**config.mk**
```make
export PLATFORM = sky130hd
export DESIGN_NAME = adc_cordic
export DESIGN_NICKNAME = d
export VERILOG_FILES = /design/src/hdl/adc_pkg.sv /design/src/hdl/adc_cordic.sv
export SDC_FILE = /design/constraint.sdc
export NUM_CORES = 1
export LEC_CHECK = 0
export CORE_MARGIN = 2
export CORE_UTILIZATION = 45
export DETAILED_ROUTE_END_ITERATION = 10
export DONT_BUFFER_PORTS = 1
export SYNTH_ARGS = -nofsm -noshare
export SYNTH_HDL_FRONTEND = slang
export SYNTH_SLANG_ARGS = --single-unit
```
**constraint.sdc**
```tcl
create_clock -name clk -period 9.8 [get_ports clk]
set_input_delay 2.45 -clock clk [delete_from_list [all_inputs] [get_ports clk]]
set_output_delay 2.45 -clock clk [all_outputs]
set_load 0.02 [all_outputs]
```
**src/hdl/adc_pkg.sv**
```systemverilog
// Anchor drift detector shared definitions: types, constants, CORDIC angle table.
// No dependencies; imported by adc_cordic and anchor_drift_detector.
package adc_pkg;

  localparam int COORD_FRAC_BITS = 23;
  localparam int HALF_SH         = 31 - COORD_FRAC_BITS;
  localparam int FULL_SH         = HALF_SH + 1;
  localparam int CW              = 34;
  localparam int PW              = 2 * CW;
  localparam int CORDIC_STEPS    = 30;
  localparam int SQ_STEPS        = 32;

  // degrees to turns: divide by 360 = 45 << 3, base-2^20 digits by reciprocal multiply
  localparam int DEG_SH          = 3;
  localparam int DIV_CHUNK       = 20;
  localparam int DIV_STEPS       = (33 + FULL_SH - DEG_SH + DIV_CHUNK - 1) / DIV_CHUNK;
  localparam int DVD_W           = DIV_STEPS * DIV_CHUNK;
  localparam int DIV_NUM_W       = DIV_CHUNK + 6;
  localparam int DIV_PROD_W      = DIV_NUM_W + 27;
  localparam int DIV_RSH         = 32;

  localparam logic [5:0]           DIV_BASE        = 6'd45;
  localparam logic [26:0]          DIV_RECIP       = 27'd95443718;
  localparam logic signed [CW-1:0] CORDIC_GAIN     = 34'sd652032874;
  localparam logic signed [CW-1:0] DIST_SCALE      = 34'sd8006034718;
  localparam logic [31:0]          ANCHOR_MIN_TIME = 32'd1000000000;
  localparam logic [7:0]           COUNT_LIMIT     = 8'd255;
  localparam logic [15:0]          THR_RESET       = 16'd50;

  localparam logic ACT_SET   = 1'b0;
  localparam logic ACT_CHECK = 1'b1;

  typedef enum logic [3:0] {
    ST_IDLE, ST_DLD, ST_DIV, ST_RLD, ST_ROT, ST_RST,
    ST_MUL, ST_ACC, ST_SQLD, ST_SQRT, ST_SQST, ST_VEC, ST_DONE
  } state_t;

  typedef enum logic [1:0] {KIND_SET, KIND_CLEAR, KIND_CHECK} kind_t;

  typedef struct packed {
    logic       load;
    logic       run;
    logic       vec;
    logic [4:0] step;
  } cordic_ctl_t;

  function automatic logic [31:0] atan_turn(input logic [4:0] i);
    case (i)
      5'd0:  atan_turn = 32'h20000000;
      5'd1:  atan_turn = 32'h12E4051E;
      5'd2:  atan_turn = 32'h09FB385B;
      5'd3:  atan_turn = 32'h051111D4;
      5'd4:  atan_turn = 32'h028B0D43;
      5'd5:  atan_turn = 32'h0145D7E1;
      5'd6:  atan_turn = 32'h00A2F61E;
      5'd7:  atan_turn = 32'h00517C55;
      5'd8:  atan_turn = 32'h0028BE53;
      5'd9:  atan_turn = 32'h00145F2F;
      5'd10: atan_turn = 32'h000A2F98;
      5'd11: atan_turn = 32'h000517CC;
      5'd12: atan_turn = 32'h00028BE6;
      5'd13: atan_turn = 32'h000145F3;
      5'd14: atan_turn = 32'h0000A2FA;
      5'd15: atan_turn = 32'h0000517D;
      5'd16: atan_turn = 32'h000028BE;
      5'd17: atan_turn = 32'h0000145F;
      5'd18: atan_turn = 32'h00000A30;
      5'd19: atan_turn = 32'h00000518;
      5'd20: atan_turn = 32'h0000028C;
      5'd21: atan_turn = 32'h00000146;
      5'd22: atan_turn = 32'h000000A3;
      5'd23: atan_turn = 32'h00000051;
      5'd24: atan_turn = 32'h00000029;
      5'd25: atan_turn = 32'h00000014;
      5'd26: atan_turn = 32'h0000000A;
      5'd27: atan_turn = 32'h00000005;
      5'd28: atan_turn = 32'h00000003;
      5'd29: atan_turn = 32'h00000001;
      default: atan_turn = 32'h00000000;
    endcase
  endfunction

endpackage

```
**src/hdl/adc_cordic.sv**
```systemverilog
// Shared CORDIC shift-add step unit, rotation and vectoring mode, one step per cycle while run is set.
// Depends on adc_pkg (widths, angle table, control struct).
module adc_cordic import adc_pkg::*; (
  input  logic                 clk,
  input  cordic_ctl_t          ctl,
  input  logic signed [CW-1:0] x_in,
  input  logic signed [CW-1:0] y_in,
  input  logic signed [CW-1:0] z_in,
  output logic signed [CW-1:0] x,
  output logic signed [CW-1:0] y,
  output logic signed [CW-1:0] z
);

  logic signed [CW-1:0] xs, ys, at;
  logic                 pos;

  always_comb begin
    xs  = x >>> ctl.step;
    ys  = y >>> ctl.step;
    at  = $signed({{(CW-32){1'b0}}, atan_turn(ctl.step)});
    pos = ctl.vec ? y[CW-1] : ~z[CW-1];
  end

  always_ff @(posedge clk) begin
    if (ctl.load) begin
      x <= x_in;
      y <= y_in;
      z <= z_in;
    end else if (ctl.run) begin
      if (pos) begin
        x <= x - ys;
        y <= y + xs;
        z <= z - at;
      end else begin
        x <= x + ys;
        y <= y - xs;
        z <= z + at;
      end
    end
  end

endmodule

```
==> reports/qor.yml <==
synth_area_sq_um: 16800
clock_sinks: 102
antennaDiodeCount: 0
ys.flop_type: "edfxtp_1"
synth_area_leaders: "edfxtp_1 (18%), mux4_2 (9.9%), ha_1 (8.3%)"
relSlewSlack: 0.301
postCtsSetupRepairBufs: 0
yosysUniqueCellTypes: 98
seq_area_frac_synth: 0.182
die_w_um: 197
r2r_setup_slack_ns: 2.82
cts_made_buffers: 9
max-cap-violations: 0
initial_core_util: 0.458
tightest_slew_ns: 1.05
htreeDepth: 3
ant_nets: 0
drcViolationCount: 0
cts_resized: 0
nets: 2160
hold_slack_ns: 0.945
numPortBuffers: 0
grt_pass1_wl_mm: 95.9
setup_tns_ns: 0
critical_path.cell_chain: "clkinv_1 > buf_12 > mux4_2 > o221ai_2 > ha_1 > nand4_1 > nor4b_2 > and2_1 > nor2b_1 > mux2i_1 > a21oi_1 > ha_1 > inv_1 > a21oi_1 > a311o_1 > a31o_2 > o311ai_0 > a21boi_0 > a221oi_1 > o21ai_0 > xnor2_1 > mux2_2"
critPathSlowestCell: "nor4b_2"
avgSynthCellArea_sq_um: 8.36
num_rows: 70
status: "complete, no violations"
grt_max_degree: 208
start_kind: "input pin"
end_kind: "flop"
cts.path.max_buffers: 2
path_clk_slew_ns: 0.08
finalHoldViolations: 0
grt_overflow: 0
num-fill-cells: 3617
netlist_instances: 2010
die_y_um: 197
drt-vias-per-instance: 6.66
synthArstFlopShare: 0
crit_arrival_ns: 8.64
area_growth_syn_to_layout_pct: 3.48
wl_mm: 64.2
clkLatencyLatePin_ns: 0.41
cts_tree: "done"
layout-drive-gt1-share: 0.107
drtPass1Iterations: 7
fin_skew_ns: 0.0163
vias: 16000
clockRootBuffer: "clkbuf_16"
period_minus_slack_ns: 8.49
ys_seq_elements: 102
hpwl_mm: 48.7
ys_top_cells_by_count: "nand2_1 (249), o21ai_0 (166), a21oi_1 (151)"
synth.most_common_cell: "nand2_1"
fmaxAchievable_mhz: 118
finalWeightedCongestion: 1.02
syn-num-nets: 2235
grt_usage: 0.327
rsz0062_at_grt: "false"
synth_edf_count: 102
synth_top_area_share: 0.182
io_pins: 213
cp_slowest_stage_delay_ns: 0.57
crit_required_ns: 9.95
ys_warn_count: 0
synth_top_cell_by_area: "edfxtp_1"
drv_slew: 0
cp_max_fo: 105
drt_iter0_markers: 1695
antenna_found_initial: 2
setup_viol: 0
detail_route.wl_per_cell_um: 26.7
ctsHoldBuffers: 0
die_area_sq_um: 38900
fin_crit_sh: 0.867
hp-class: "reg -> reg"
crit_type: "in -> reg"
grt_pass1_vias: 15400
core_sq_um: 36700
## final cells by class
class	instances	area, sq um	share of cell area
clock buffers	10	229	0.0132
clock inverters	6	62.6	0.00360
inverters	46	173	0.00993
multi-input cells	1741	13000	0.748
flip-flops and latches	102	3060	0.176
well taps	468	586	0.0337
repair buffers	35	275	0.0158
## layout by cell type, fill, tap and decap left out, drive strengths merged, types with 14 or more instances in the layout
cell type / instances
inv: 44
o22ai: 22
nand3: 36
mux4: 75
a21o: 48
o21ai: 168
nor2: 133
and3: 20
nand2b: 36
a211oi: 35
a31oi: 30
buf: 35
nor3: 45
nand2: 249
nor3b: 17
nor2b: 25
mux2: 38
mux2i: 75
xnor2: 88
o21a: 22
o31ai: 24
a21oi: 152
xor2: 78
or2: 14
ha: 111
edfxtp: 102
## layer usage
metal | wire length, um | part of all wire | GRT usage
met1 | 27000 | 0.42 | 0.423
met2 | 29700 | 0.46 | 0.535
met3 | 4570 | 0.071 | 0.0567
met4 | 2830 | 0.044 | 0.148
met5 | 61 | 0.00095 | 0
## metrics by stage
| stage | area [sq um] | worst slack [ns] | std cells | utilization |
|---|---|---|---|---|
| after global routing | 17400 | 0.824 | 2408 | 0.474 |
| final | 17400 | 1.31 | 2408 | 0.474 |
| after CTS | 17400 | 1.40 | 2408 | 0.474 |
| after global placement | 17100 | 1.02 | 2392 | 0.466 |
| after floorplan | 16800 | 1.83 | 2010 | - |
| after detailed placement | 17100 | 1.02 | 2392 | 0.466 |
## path summary, 6_finish.rpt
kind                 to  depth (start not counted)  startpoint
setup / recovery  x[33]                         22      ctl[2]
hold / removal     z[0]                          3        z[0]
setup reg to reg  x[33]                         21       y[23]
hold reg to reg    z[0]                          3        z[0]
## worst max-delay path: cells and delay by family
kind / cells / cell delay (ns)
fa+ha+maj: 2 / 0.58
compound gates: 9 / 2.24
xor+xnor: 1 / 0.15
buf+inv: 3 / 0.96
mux: 3 / 0.95
simple gates: 4 / 1.25
## logic make-up after synthesis
logic type,count (synthesis),share of synthesized area
compound gates,645,0.249
simple gates,627,0.178
buf+inv,167,0.0454
mux,188,0.171
xor+xnor,167,0.0879
flops,102,0.182
fa+ha+maj,114,0.0862
## state kept, by name (all words and copies together), names as in the netlist
register / flops
x: 34
y: 34
z: 34
Power is not shown: default switching activity piles up to over one toggle a cycle in this logic, so the estimate is an artifact.
